--- src/hw/rtl/fcmd_pkg.sv ---
// Shared types, constants and the byte-wide CRC-32 step for the manifest digest block.
package fcmd_pkg;

    localparam logic [31:0] FNV_BASIS = 32'd2166136261;
    localparam logic [31:0] FNV_PRIME = 32'd16777619;
    localparam logic [31:0] CRC_POLY  = 32'hEDB88320;
    localparam logic [31:0] ALL_ONES  = 32'hFFFFFFFF;
    localparam logic [2:0]  MAX_FILES_PER_GROUP = 3'd4;

    typedef enum logic [1:0] {
        OP_DATA  = 2'd0,
        OP_FILE  = 2'd1,
        OP_GROUP = 2'd2,
        OP_LIST  = 2'd3
    } t_op;

    typedef enum logic [1:0] {
        K_FILE  = 2'd0,
        K_GROUP = 2'd1,
        K_LIST  = 2'd2,
        K_DROP  = 2'd3
    } t_kind;

    // Operand selection for the shared FNV multiply
    typedef enum logic [1:0] {
        M_FILE_ID   = 2'd0,
        M_FILE_SIZE = 2'd1,
        M_FILE_CRC  = 2'd2,
        M_GROUP     = 2'd3
    } t_mul_sel;

    typedef struct packed {
        logic     crc_step;
        logic     take_id;
        logic     mul_en;
        t_mul_sel mul_sel;
        logic     emit;
        t_kind    kind;
    } t_cmd;

    typedef struct packed {
        logic group_full;
        logic out_free;
    } t_stat;

    // Reflected CRC-32 over one byte, LSB first
    function automatic logic [31:0] crc_byte(input logic [31:0] crc, input logic [7:0] b);
        logic [31:0] c;
        c = crc ^ {24'd0, b};
        for (int k = 0; k < 8; k++) begin
            c = (c >> 1) ^ (c[0] ? CRC_POLY : 32'd0);
        end
        return c;
    endfunction

endpackage

--- src/hw/rtl/file_crc_manifest_digest.sv ---
// Top level of the file CRC manifest digest: sequencer plus datapath.
//
//   channel | handshake          | payload
//   --------+--------------------+---------------------------------------------
//   input   | i_valid / o_stall  | i_op, i_data_byte, i_file_id
//   output  | o_valid / i_stall  | o_kind, o_rec_file_id, file/group/list fields
//
// Steps per accepted transaction: a data byte is one byte-wide CRC-32 step
// and leaves o_stall low. End of file runs the accept, three chained FNV
// multiplies through one shared 32x32 multiply register, then the hand-off;
// a full group skips them. End of group runs one multiply, end of list none.
// A finished record waits in the output register; new transactions are taken
// while it waits, and only the next record hand-off holds on i_stall.
// Reset is synchronous, active low.
module file_crc_manifest_digest import fcmd_pkg::*; (
    input  logic        i_clk,
    input  logic        i_rst_n,
    input  logic        i_valid,
    output logic        o_stall,
    input  logic [1:0]  i_op,
    input  logic [7:0]  i_data_byte,
    input  logic [7:0]  i_file_id,
    output logic        o_valid,
    input  logic        i_stall,
    output logic [1:0]  o_kind,
    output logic [7:0]  o_rec_file_id,
    output logic [31:0] o_file_bytes,
    output logic [31:0] o_file_crc,
    output logic [31:0] o_group_revision,
    output logic [31:0] o_group_total_bytes,
    output logic [2:0]  o_group_file_count,
    output logic [31:0] o_list_revision,
    output logic [15:0] o_groups_listed
);

    t_cmd  cmd;
    t_stat stat;

    fcmd_ctrl u_ctrl (
        .i_clk   (i_clk),
        .i_rst_n (i_rst_n),
        .i_valid (i_valid),
        .i_op    (i_op),
        .o_stall (o_stall),
        .i_stat  (stat),
        .o_cmd   (cmd)
    );

    fcmd_dp u_dp (
        .i_clk               (i_clk),
        .i_rst_n             (i_rst_n),
        .i_data_byte         (i_data_byte),
        .i_file_id           (i_file_id),
        .i_cmd               (cmd),
        .o_stat              (stat),
        .i_stall             (i_stall),
        .o_valid             (o_valid),
        .o_kind              (o_kind),
        .o_rec_file_id       (o_rec_file_id),
        .o_file_bytes        (o_file_bytes),
        .o_file_crc          (o_file_crc),
        .o_group_revision    (o_group_revision),
        .o_group_total_bytes (o_group_total_bytes),
        .o_group_file_count  (o_group_file_count),
        .o_list_revision     (o_list_revision),
        .o_groups_listed     (o_groups_listed)
    );

endmodule

--- src/hw/rtl/fcmd_ctrl.sv ---
// Sequencer: input handshake, FNV multiply steps and result hand-off.
module fcmd_ctrl import fcmd_pkg::*; (
    input  logic       i_clk,
    input  logic       i_rst_n,
    input  logic       i_valid,
    input  logic [1:0] i_op,
    output logic       o_stall,
    input  t_stat      i_stat,
    output t_cmd       o_cmd
);

    typedef enum logic [2:0] {
        S_IDLE,
        S_F1,
        S_F2,
        S_F3,
        S_G,
        S_EMIT
    } t_state;

    t_state r_state, n_state;
    t_kind  r_kind, n_kind;
    logic   accept;
    t_op    op;

    assign op      = t_op'(i_op);
    assign o_stall = (r_state != S_IDLE);
    assign accept  = i_valid && (r_state == S_IDLE);

    // Next state and commands
    always_comb begin
        n_state         = r_state;
        n_kind          = r_kind;
        o_cmd           = '0;
        o_cmd.kind      = r_kind;
        o_cmd.mul_sel   = M_FILE_ID;
        case (r_state)
            S_IDLE: begin
                if (accept) begin
                    o_cmd.take_id = 1'b1;
                    case (op)
                        OP_DATA: o_cmd.crc_step = 1'b1;
                        OP_FILE: begin
                            if (i_stat.group_full) begin
                                n_kind  = K_DROP;
                                n_state = S_EMIT;
                            end else begin
                                n_kind  = K_FILE;
                                n_state = S_F1;
                            end
                        end
                        OP_GROUP: begin
                            n_kind  = K_GROUP;
                            n_state = S_G;
                        end
                        default: begin
                            n_kind  = K_LIST;
                            n_state = S_EMIT;
                        end
                    endcase
                end
            end
            S_F1: begin
                o_cmd.mul_en  = 1'b1;
                o_cmd.mul_sel = M_FILE_ID;
                n_state       = S_F2;
            end
            S_F2: begin
                o_cmd.mul_en  = 1'b1;
                o_cmd.mul_sel = M_FILE_SIZE;
                n_state       = S_F3;
            end
            S_F3: begin
                o_cmd.mul_en  = 1'b1;
                o_cmd.mul_sel = M_FILE_CRC;
                n_state       = S_EMIT;
            end
            S_G: begin
                o_cmd.mul_en  = 1'b1;
                o_cmd.mul_sel = M_GROUP;
                n_state       = S_EMIT;
            end
            S_EMIT: begin
                // wait for a free output register
                if (i_stat.out_free) begin
                    o_cmd.emit = 1'b1;
                    n_state    = S_IDLE;
                end
            end
            default: n_state = S_IDLE;
        endcase
    end

    // State register
    always_ff @(posedge i_clk) begin
        if (!i_rst_n) begin
            r_state <= S_IDLE;
            r_kind  <= K_FILE;
        end else begin
            r_state <= n_state;
            r_kind  <= n_kind;
        end
    end

endmodule

--- src/hw/rtl/fcmd_dp.sv ---
// Datapath: CRC and counters, FNV multiply register, digest state and output register.
module fcmd_dp import fcmd_pkg::*; (
    input  logic        i_clk,
    input  logic        i_rst_n,
    input  logic [7:0]  i_data_byte,
    input  logic [7:0]  i_file_id,
    input  t_cmd        i_cmd,
    output t_stat       o_stat,
    input  logic        i_stall,
    output logic        o_valid,
    output logic [1:0]  o_kind,
    output logic [7:0]  o_rec_file_id,
    output logic [31:0] o_file_bytes,
    output logic [31:0] o_file_crc,
    output logic [31:0] o_group_revision,
    output logic [31:0] o_group_total_bytes,
    output logic [2:0]  o_group_file_count,
    output logic [31:0] o_list_revision,
    output logic [15:0] o_groups_listed
);

    logic [31:0] r_crc, r_cnt, r_gdig, r_gsum, r_ldig, r_acc;
    logic [2:0]  r_gfiles;
    logic [15:0] r_gcnt;
    logic [7:0]  r_id;
    logic [31:0] file_crc;
    logic [31:0] mul_in;

    // output register
    logic        r_o_valid;
    logic [1:0]  r_o_kind;
    logic [7:0]  r_o_id;
    logic [31:0] r_o_bytes, r_o_crc, r_o_grev, r_o_gsum, r_o_lrev;
    logic [2:0]  r_o_gcount;
    logic [15:0] r_o_gcnt;

    assign file_crc          = r_crc ^ ALL_ONES;
    assign o_stat.group_full = (r_gfiles >= MAX_FILES_PER_GROUP);
    assign o_stat.out_free   = !r_o_valid || !i_stall;

    // FNV-1a step operand
    always_comb begin
        case (i_cmd.mul_sel)
            M_FILE_ID:   mul_in = r_gdig ^ {24'd0, r_id};
            M_FILE_SIZE: mul_in = r_acc ^ r_cnt;
            M_FILE_CRC:  mul_in = r_acc ^ file_crc;
            default:     mul_in = r_ldig ^ r_gdig;
        endcase
    end

    // Multiply register
    always_ff @(posedge i_clk) begin
        if (i_cmd.mul_en) begin
            r_acc <= 32'(mul_in * FNV_PRIME);
        end
        if (i_cmd.take_id) begin
            r_id <= i_file_id;
        end
    end

    // Digest state
    always_ff @(posedge i_clk) begin
        if (!i_rst_n) begin
            r_crc    <= ALL_ONES;
            r_cnt    <= '0;
            r_gdig   <= FNV_BASIS;
            r_gsum   <= '0;
            r_gfiles <= '0;
            r_ldig   <= FNV_BASIS;
            r_gcnt   <= '0;
        end else if (i_cmd.crc_step) begin
            r_crc <= crc_byte(r_crc, i_data_byte);
            r_cnt <= r_cnt + 32'd1;
        end else if (i_cmd.emit) begin
            case (i_cmd.kind)
                K_FILE: begin
                    r_gdig   <= r_acc;
                    r_gsum   <= r_gsum + r_cnt;
                    r_gfiles <= r_gfiles + 3'd1;
                    r_crc    <= ALL_ONES;
                    r_cnt    <= '0;
                end
                K_DROP: begin
                    r_crc <= ALL_ONES;
                    r_cnt <= '0;
                end
                K_GROUP: begin
                    r_ldig   <= r_acc;
                    r_gcnt   <= r_gcnt + 16'd1;
                    r_gdig   <= FNV_BASIS;
                    r_gsum   <= '0;
                    r_gfiles <= '0;
                end
                default: begin
                    r_crc    <= ALL_ONES;
                    r_cnt    <= '0;
                    r_gdig   <= FNV_BASIS;
                    r_gsum   <= '0;
                    r_gfiles <= '0;
                    r_ldig   <= FNV_BASIS;
                    r_gcnt   <= '0;
                end
            endcase
        end
    end

    // Output valid
    always_ff @(posedge i_clk) begin
        if (!i_rst_n) begin
            r_o_valid <= 1'b0;
        end else if (i_cmd.emit) begin
            r_o_valid <= 1'b1;
        end else if (!i_stall) begin
            r_o_valid <= 1'b0;
        end
    end

    // Output payload, fields outside the record kind are zero
    always_ff @(posedge i_clk) begin
        if (i_cmd.emit) begin
            r_o_kind   <= i_cmd.kind;
            r_o_id     <= '0;
            r_o_bytes  <= '0;
            r_o_crc    <= '0;
            r_o_grev   <= '0;
            r_o_gsum   <= '0;
            r_o_gcount <= '0;
            r_o_lrev   <= '0;
            r_o_gcnt   <= '0;
            case (i_cmd.kind)
                K_FILE, K_DROP: begin
                    r_o_id    <= r_id;
                    r_o_bytes <= r_cnt;
                    r_o_crc   <= file_crc;
                end
                K_GROUP: begin
                    r_o_grev   <= r_gdig;
                    r_o_gsum   <= r_gsum;
                    r_o_gcount <= r_gfiles;
                end
                default: begin
                    r_o_lrev <= r_ldig;
                    r_o_gcnt <= r_gcnt;
                end
            endcase
        end
    end

    assign o_valid             = r_o_valid;
    assign o_kind              = r_o_kind;
    assign o_rec_file_id       = r_o_id;
    assign o_file_bytes        = r_o_bytes;
    assign o_file_crc          = r_o_crc;
    assign o_group_revision    = r_o_grev;
    assign o_group_total_bytes = r_o_gsum;
    assign o_group_file_count  = r_o_gcount;
    assign o_list_revision     = r_o_lrev;
    assign o_groups_listed     = r_o_gcnt;

endmodule
--- config.mk ---
export PLATFORM = sky130hd
export DESIGN_NAME = file_crc_manifest_digest
export DESIGN_NICKNAME = d
export VERILOG_FILES = /design/src/hw/rtl/fcmd_pkg.sv /design/src/hw/rtl/file_crc_manifest_digest.sv /design/src/hw/rtl/fcmd_ctrl.sv /design/src/hw/rtl/fcmd_dp.sv
export SDC_FILE = /design/constraint.sdc
export NUM_CORES = 1
export LEC_CHECK = 0
export ABC_CLOCK_PERIOD_IN_PS = 11700
export BUFFER_PORTS_ARGS = -buffer_cell sky130_fd_sc_hd__buf_4
export CORE_MARGIN = 5
export CORE_UTILIZATION = 23
export CTS_BUF_LIST = sky130_fd_sc_hd__clkbuf_2
export CTS_CLUSTER_SIZE = 12
export DETAILED_ROUTE_END_ITERATION = 6
export HOLD_SLACK_MARGIN = 0.02
export RECOVER_POWER = 50
export SLEW_MARGIN = 15
export SYNTH_ARGS = -nofsm -noshare
export SYNTH_HDL_FRONTEND = slang
export SYNTH_SLANG_ARGS = --single-unit
--- constraint.sdc ---
create_clock -name i_clk -period 11.7 [get_ports i_clk]
set_clock_uncertainty 0.2 [all_clocks]
set_input_delay 3.51 -clock i_clk [delete_from_list [all_inputs] [get_ports i_clk]]
set_output_delay 3.51 -clock i_clk [all_outputs]
set_load 0.02 [all_outputs]
==> results of run 1 <==
## layout make-up
cell class,count,share of cell area
multi-input cells,1710,0.442
diodes,4,0.000349
well taps,1391,0.0606
flip-flops and latches,414,0.369
clock buffers,174,0.0303
inverters,233,0.0305
clock inverters,36,0.00872
repair buffers,233,0.0589
## flip-flops by register name (all words and copies together), names as in the netlist
name / cells
u_dp.o_group_file_count: 3
u_dp.o_file_crc: 32
u_dp.r_gcnt: 16
u_dp.r_gdig: 32
u_dp.r_gsum: 32
u_dp.r_cnt: 32
u_dp.r_acc: 32
u_dp.o_group_revision: 32
u_ctrl.r_kind: 2
u_dp.o_rec_file_id: 8
u_dp.r_id: 8
u_dp.o_group_total_bytes: 32
u_dp.o_file_bytes: 32
u_ctrl.r_state: 3
u_dp.o_list_revision: 32
u_dp.r_ldig: 32
u_dp.o_groups_listed: 16
u_dp.r_crc: 32
u_dp.o_valid: 1
u_dp.o_kind: 2
u_dp.r_gfiles: 3
## worst max-delay path by stage
stage | startpoint | end | slack, ns | cells past startpoint
global placement | u_ctrl.r_state[1] | u_dp.r_acc[31] | 2.62 | 31
detailed placement | u_ctrl.r_state[1] | u_dp.r_acc[31] | 2.48 | 31
floorplan | i_stall | u_dp.r_gcnt[14] | 2.65 | 10
CTS | u_ctrl.r_state[1] | u_dp.r_acc[31] | 2.45 | 31
global route | u_ctrl.r_state[1] | u_dp.r_acc[31] | 1.03 | 30
finish | u_ctrl.r_state[1] | u_dp.r_acc[31] | 1.70 | 30
## routing by layer
layer	share of wire	up-vias
met5	0.00014	-
met4	0.017	2
met1	0.45	9180
met3	0.090	92
met2	0.45	631
li1	-	9020
## worst max-delay path: cells and delay by family (launching register included)
kind	cells	cell delay, ns
xor gates and xnor gates	1	0.07
adders and majority gates	9	3.43
and+or+nand+nor	3	1.06
AOI/OAI and AO/OA	11	3.20
buffers and inverters	6	1.27
DFF	1	0.49
## per-stage QoR
step           std cells   util
3_5_place_dp        3981  0.262
5_1_grt             4193  0.272
4_1_cts             4191  0.273
2_1_floorplan       2460      -
6_report            4195  0.272
3_3_place_gp        3981  0.262
## kinds of logic (layout without fill, tap and decap cells)
kind of cell,after synthesis,after routing,synth area share
AO/OA/AOI/OAI,386,386,0.0971
XOR/XNOR,181,181,0.0647
adder cells (fa/ha/maj),307,307,0.180
buffers and inverters,336,676,0.0516
flip-flops,414,414,0.432
multiplexers,37,37,0.0152
other,0,4,0
AND/OR/NAND/NOR,799,799,0.160
## placed cells by master (no fill, tap or decap), types with 9 or more instances in the layout
cell type / synthesis / final
sky130_fd_sc_hd__and2_0: 0 / 87
sky130_fd_sc_hd__nor3b_1: 12 / 12
sky130_fd_sc_hd__a21oi_1: 151 / 151
sky130_fd_sc_hd__nand4_1: 16 / 16
sky130_fd_sc_hd__nand3_1: 117 / 117
sky130_fd_sc_hd__xor2_1: 54 / 54
sky130_fd_sc_hd__mux2i_1: 36 / 36
sky130_fd_sc_hd__ha_1: 232 / 230
sky130_fd_sc_hd__and3_1: 30 / 30
sky130_fd_sc_hd__nand2_1: 179 / 178
sky130_fd_sc_hd__inv_1: 231 / 231
sky130_fd_sc_hd__nor3_1: 47 / 48
sky130_fd_sc_hd__edfxtp_1: 229 / 229
sky130_fd_sc_hd__o21ai_0: 52 / 59
sky130_fd_sc_hd__a21o_1: 31 / 31
sky130_fd_sc_hd__clkinv_1: 1 / 20
sky130_fd_sc_hd__o211ai_1: 9 / 9
sky130_fd_sc_hd__dfxtp_1: 185 / 185
sky130_fd_sc_hd__and2_1: 119 / 32
sky130_fd_sc_hd__o21a_1: 12 / 12
sky130_fd_sc_hd__clkbuf_1: 92 / 16
sky130_fd_sc_hd__fa_1: 75 / 75
sky130_fd_sc_hd__xnor2_1: 127 / 127
sky130_fd_sc_hd__a22oi_1: 12 / 12
sky130_fd_sc_hd__nor2b_1: 28 / 28
sky130_fd_sc_hd__clkbuf_2: 0 / 174
sky130_fd_sc_hd__o22ai_1: 23 / 23
sky130_fd_sc_hd__or3_1: 11 / 11
sky130_fd_sc_hd__nand2b_1: 39 / 39
sky130_fd_sc_hd__nor2_1: 182 / 180
sky130_fd_sc_hd__o21bai_1: 11 / 11
sky130_fd_sc_hd__buf_4: 0 / 211
sky130_fd_sc_hd__a31oi_1: 12 / 12
sky130_fd_sc_hd__o21ai_1: 20 / 13
==> results.py, run 1 <==
metrics = {
    "flow_run": {
        "drv.max_cap_violation_count": 12,
    },
    "route": {
        "route.antenna.remaining_nets": 0,
        "drtPass1Iterations": 5,
        "postRouteWirelength_um": 78800,
        "vias_cell": 4.51,
        "drt_first_iter_violations": 1386,
        "wl_per_cell_um": 18.8,
        "route.vias.total": 18900,
        "drcViolationCount": 0,
    },
    "synth": {
        "netlist.top_cell.by_area": "sky130_fd_sc_hd__edfxtp_1",
        "synth.top_cells.by_count": "sky130_fd_sc_hd__ha_1 (232), sky130_fd_sc_hd__inv_1 (231), sky130_fd_sc_hd__edfxtp_1 (229), sky130_fd_sc_hd__dfxtp_1 (185), sky130_fd_sc_hd__nor2_1 (182)",
        "mappedNetlistNets": 2789,
        "netlist.area_leader.share": 0.281,
        "synthArstFlopShare": 0,
        "seq_area_frac_synth": 0.432,
        "synth_enable_flop_cells": 229,
        "unique_masters_post_synth": 68,
        "ys.flop_type": "sky130_fd_sc_hd__edfxtp_1",
        "postSynthRegisterBits": 414,
        "synth.most_common_cell": "sky130_fd_sc_hd__ha_1",
        "synth_area_um2": 24500,
        "yosysWarningCount": 0,
        "postSynthAreaPerCell_um2": 9.96,
        "synth_area_leaders": "sky130_fd_sc_hd__edfxtp_1 (28%), sky130_fd_sc_hd__dfxtp_1 (15%), sky130_fd_sc_hd__ha_1 (12%), sky130_fd_sc_hd__fa_1 (6.1%), sky130_fd_sc_hd__xnor2_1 (4.5%)",
        "syn-instance-count": 2460,
    },
    "global_route": {
        "grt_antenna_before_repair": 7,
        "grt_overflow": 0,
        "groute.layer.met3.usage": 0.0408,
        "grt_pass1_wl_um": 116000,
        "grt_start_max_net_pins": 79,
        "globalRoute.busiestLayer": "met2",
        "use_met2": 0.209,
        "groute.usage.overall": 0.135,
        "grt.met1_usage": 0.184,
        "number_of_global_route_vias_before_repair": 18200,
    },
    "critical_path": {
        "timing.critical_path.from_type": "register",
        "regToRegSetupSlack_ns": 1.70,
        "required_ns": 12.46,
        "timing_worst_setup_path_type": "reg2reg",
        "critical_path_peak_fanout": 29,
        "regToRegEndpoint": "u_dp.r_acc[31]",
        "timing.critical_path.mode_cell": "sky130_fd_sc_hd__ha_1",
        "max_stage_delay_ns": 0.96,
        "r2r-start": "u_ctrl.r_state[1]",
        "end_kind": "register",
        "worst_ep_arrival_time_ns": 10.76,
        "crit_path_top_delay_cell": "sky130_fd_sc_hd__clkbuf_1",
        "r2r_cells": 30,
    },
    "final_layout": {
        "final-seq-area_um2": 10600,
        "layout-drive-gt1-share": 0.153,
        "areaGrowthSynthToFinish_pct": 17.1,
        "fin_nets": 3032,
        "stdcell_area_um2": 28700,
        "number_of_fillers_in_the_final_layout": 11200,
        "multiInputGateArea_um2": 12700,
    },
    "cts": {
        "post_cts_buffers": 0,
        "max-clock-path-buffers": 3,
        "worst_setup_hold_path_clk_slew_ns": 0.12,
        "clockRootBuffer": "sky130_fd_sc_hd__clkbuf_2",
        "insertion_delay_ns": 1.28,
        "clock_tree_from_tritoncts": "built",
        "post_cts_resized": 0,
        "cts.sink_count": 414,
        "cts.htree.levels": 3,
        "holdBufCountCts": 0,
        "cts_buffers": 111,
    },
    "placement": {
        "placement.io_buffers": 212,
        "dp_slack_ns": 2.48,
        "gp_routability_congestion": 0.894,
        "area_after_dpl_um2": 27700,
        "place_hpwl_um": 58900,
    },
    "sta": {
        "final_max_slew_viol_count": 620,
        "unrepaired_setup_endpoints_after_global_routing": "false",
        "fin_ws_ns": 1.70,
        "worst_slew_margin_rel": -1.76,
        "tightest_slew_ns": 4.14,
        "final.hold.worst_slack_ns": 0.282,
        "highest_achievable_clock_rate_mhz": 100,
        "min_period_over_period": 0.855,
        "finalHoldViolations": 0,
        "setup_viol_count_final": 0,
        "finalSetupTns_ns": 0,
        "period_needed_ns": 10.00,
    },
    "floorplanning": {
        "core_um2": 106000,
        "top_level_ports": 213,
        "start_util": 0.232,
        "die_h_um": 336,
        "design.die.area_um2": 113000,
        "die_w_um": 336,
        "rows": 119,
    },
    "hold_path": {
        "hold_path_startpoint": "u_dp.r_gsum[23]",
        "hp-class": "reg2reg",
        "whs_path_depth": 2,
        "worstHoldEndpoint": "u_dp.r_gsum[23]",
    },
    "run_status": {
        "violations": "max-capacitance violations, max-slew violations",
        "result_of_the_run": "finished, violations left",
    },
}
Power of run 1 is left out: the tool's default activity adds up to more than one toggle a clock period on the data nets, which glitch-free logic cannot reach.
==> run 2, diff against run 1 <==
--- a/config.mk
+++ b/config.mk
@@ -7,6 +7,7 @@
 export LEC_CHECK = 0
 export ABC_CLOCK_PERIOD_IN_PS = 11700
 export BUFFER_PORTS_ARGS = -buffer_cell sky130_fd_sc_hd__buf_4
+export CORE_ASPECT_RATIO = 0.5
 export CORE_MARGIN = 5
 export CORE_UTILIZATION = 23
 export CTS_BUF_LIST = sky130_fd_sc_hd__clkbuf_2
==> results.py, run 2 (synthesis results as in run 1) <==
metrics = {
    "critical_path": {
        "critical_path_peak_fanout": 117,
        "timing.critical_path.from_type": "primary input",
        "worst_ep_arrival_time_ns": 10.66,
        "timing_worst_setup_path_type": "in2reg",
        "required_ns": 12.47,
        "end_kind": "register",
    },
    "global_route": {
        "number_of_global_route_vias_before_repair": 18900,
        "groute.usage.overall": 0.126,
        "grt_start_max_net_pins": 118,
        "grt_overflow": 0,
        "grt_pass1_wl_um": 111000,
        "grt_antenna_before_repair": 4,
    },
    "final_layout": {
        "layout-drive-gt1-share": 0.153,
        "areaGrowthSynthToFinish_pct": 17.2,
        "layout_commonest_cell": "sky130_fd_sc_hd__inv_1",
        "final_cells": 4218,
        "stdcell_area_um2": 28700,
        "fin_nets": 3030,
        "most_frequent_cells_in_the_layout": "sky130_fd_sc_hd__inv_1 (231), sky130_fd_sc_hd__ha_1 (230), sky130_fd_sc_hd__edfxtp_1 (229)",
        "number_of_fillers_in_the_final_layout": 11200,
    },
    "floorplanning": {
        "start_util": 0.233,
        "design.die.area_um2": 114000,
        "rows": 84,
        "core_um2": 105000,
        "die_h_um": 241,
        "die_w_um": 472,
        "top_level_ports": 213,
    },
    "route": {
        "route.antenna.remaining_nets": 0,
        "drcViolationCount": 0,
        "vias_cell": 4.48,
        "route.vias.total": 18900,
        "postRouteWirelength_um": 73900,
        "wl_per_cell_um": 17.5,
        "drt_first_iter_violations": 1313,
        "drtPass1Iterations": 6,
    },
    "cts": {
        "insertion_delay_ns": 1.20,
        "cts.sink_count": 414,
        "clockRootBuffer": "sky130_fd_sc_hd__clkbuf_2",
        "cts_buffers": 107,
        "cts.htree.levels": 3,
        "holdBufCountCts": 0,
        "clock_tree_from_tritoncts": "built",
        "post_cts_buffers": 0,
        "max-clock-path-buffers": 3,
        "worst_setup_hold_path_clk_slew_ns": 0.11,
        "post_cts_resized": 0,
    },
    "sta": {
        "finalSetupTns_ns": 0,
        "final_max_slew_viol_count": 496,
        "unrepaired_setup_endpoints_after_global_routing": "false",
        "highest_achievable_clock_rate_mhz": 101,
        "min_period_over_period": 0.845,
        "tightest_slew_ns": 5.25,
        "finalHoldViolations": 0,
        "setup_viol_count_final": 0,
        "period_needed_ns": 9.89,
        "worst_slew_margin_rel": -2.52,
    },
    "placement": {
        "dp_cells": 4011,
        "placement.io_buffers": 212,
        "place_hpwl_um": 56200,
        "area_after_dpl_um2": 27700,
        "gp_routability_congestion": 0.869,
    },
    "hold_path": {
        "hp-class": "reg2reg",
    },
    "run_status": {
        "result_of_the_run": "finished, violations left",
        "violations": "max-capacitance violations, max-slew violations",
    },
    "flow_run": {
        "drv.max_cap_violation_count": 9,
    },
}
==> run 2: cell types whose count changed in the layout (fill, tap and decap cells not counted), moves of 2 or more <==
cell	previous run	this run
sky130_fd_sc_hd__and2_1	32	38
sky130_fd_sc_hd__inv_12	3	0
sky130_fd_sc_hd__clkinv_2	8	6
sky130_fd_sc_hd__bufinv_16	1	3
sky130_fd_sc_hd__nor2_2	1	3
sky130_fd_sc_hd__and2_0	87	81
sky130_fd_sc_hd__o21ai_1	13	19
sky130_fd_sc_hd__o21ai_0	59	53
sky130_fd_sc_hd__buf_4	211	218
sky130_fd_sc_hd__clkbuf_1	16	10
sky130_fd_sc_hd__diode_2	4	6
sky130_fd_sc_hd__clkbuf_2	174	169
==> run 2: critical path, cell delays in order <==
cell and delay [ns]:
sky130_fd_sc_hd__clkbuf_1 0.18, sky130_fd_sc_hd__nand2_1 0.10, sky130_fd_sc_hd__nand3_1 0.24, sky130_fd_sc_hd__clkinvlp_2 3.89
sky130_fd_sc_hd__and2_1 1.67, sky130_fd_sc_hd__buf_4 0.34, sky130_fd_sc_hd__and3_1 0.32, sky130_fd_sc_hd__nand3_1 0.11
sky130_fd_sc_hd__xor2_1 0.14, sky130_fd_sc_hd__nor2_1 0.05
==> run 2: final timing paths <==
| kind | start | end | slack [ns] | cells after the start |
|---|---|---|---|---|
| worst max-delay path | i_stall | u_dp.r_gcnt[12] | 1.81 | 10 |
| worst min-delay path | u_dp.r_acc[31] | u_dp.r_gdig[31] | 0.27 | 2 |
| worst max register to register | u_ctrl.r_state[1] | u_dp.r_acc[31] | 2.45 | 31 |
| worst min register to register | u_dp.r_acc[31] | u_dp.r_gdig[31] | 0.27 | 2 |
==> run 2: metrics by stage <==
step	hold slack, ns	util	setup slack [ns]
after floorplan	0.238	-	2.65
after detailed placement	0.270	0.263	2.83
after global routing	0.305	0.272	1.19
after global placement	0.258	0.263	2.92
final	0.273	0.273	1.81
after CTS	0.281	0.273	2.63
==> run 2: metal layers <==
metal / up-vias / global-route usage / part of all wire
li1: 9022 / - / -
met1: 9157 / 0.158 / 0.42
met2: 539 / 0.220 / 0.49
met3: 187 / 0.0162 / 0.044
met4: 0 / 0.0546 / 0.042
met5: - / 0 / 0
==> run 2: layout make-up <==
cell class	count	area [µm²]	share of cell area
timing repair buffer	235	1730	0.0601
clock inverter	32	228	0.00793
multi-input combinational	1710	12700	0.441
clock buffer	169	846	0.0294
inverter	233	876	0.0305
sequential	414	10600	0.368
tap	1419	1780	0.0618
antenna	6	15.0	0.000523
Power of run 2 is left out for the same reason.
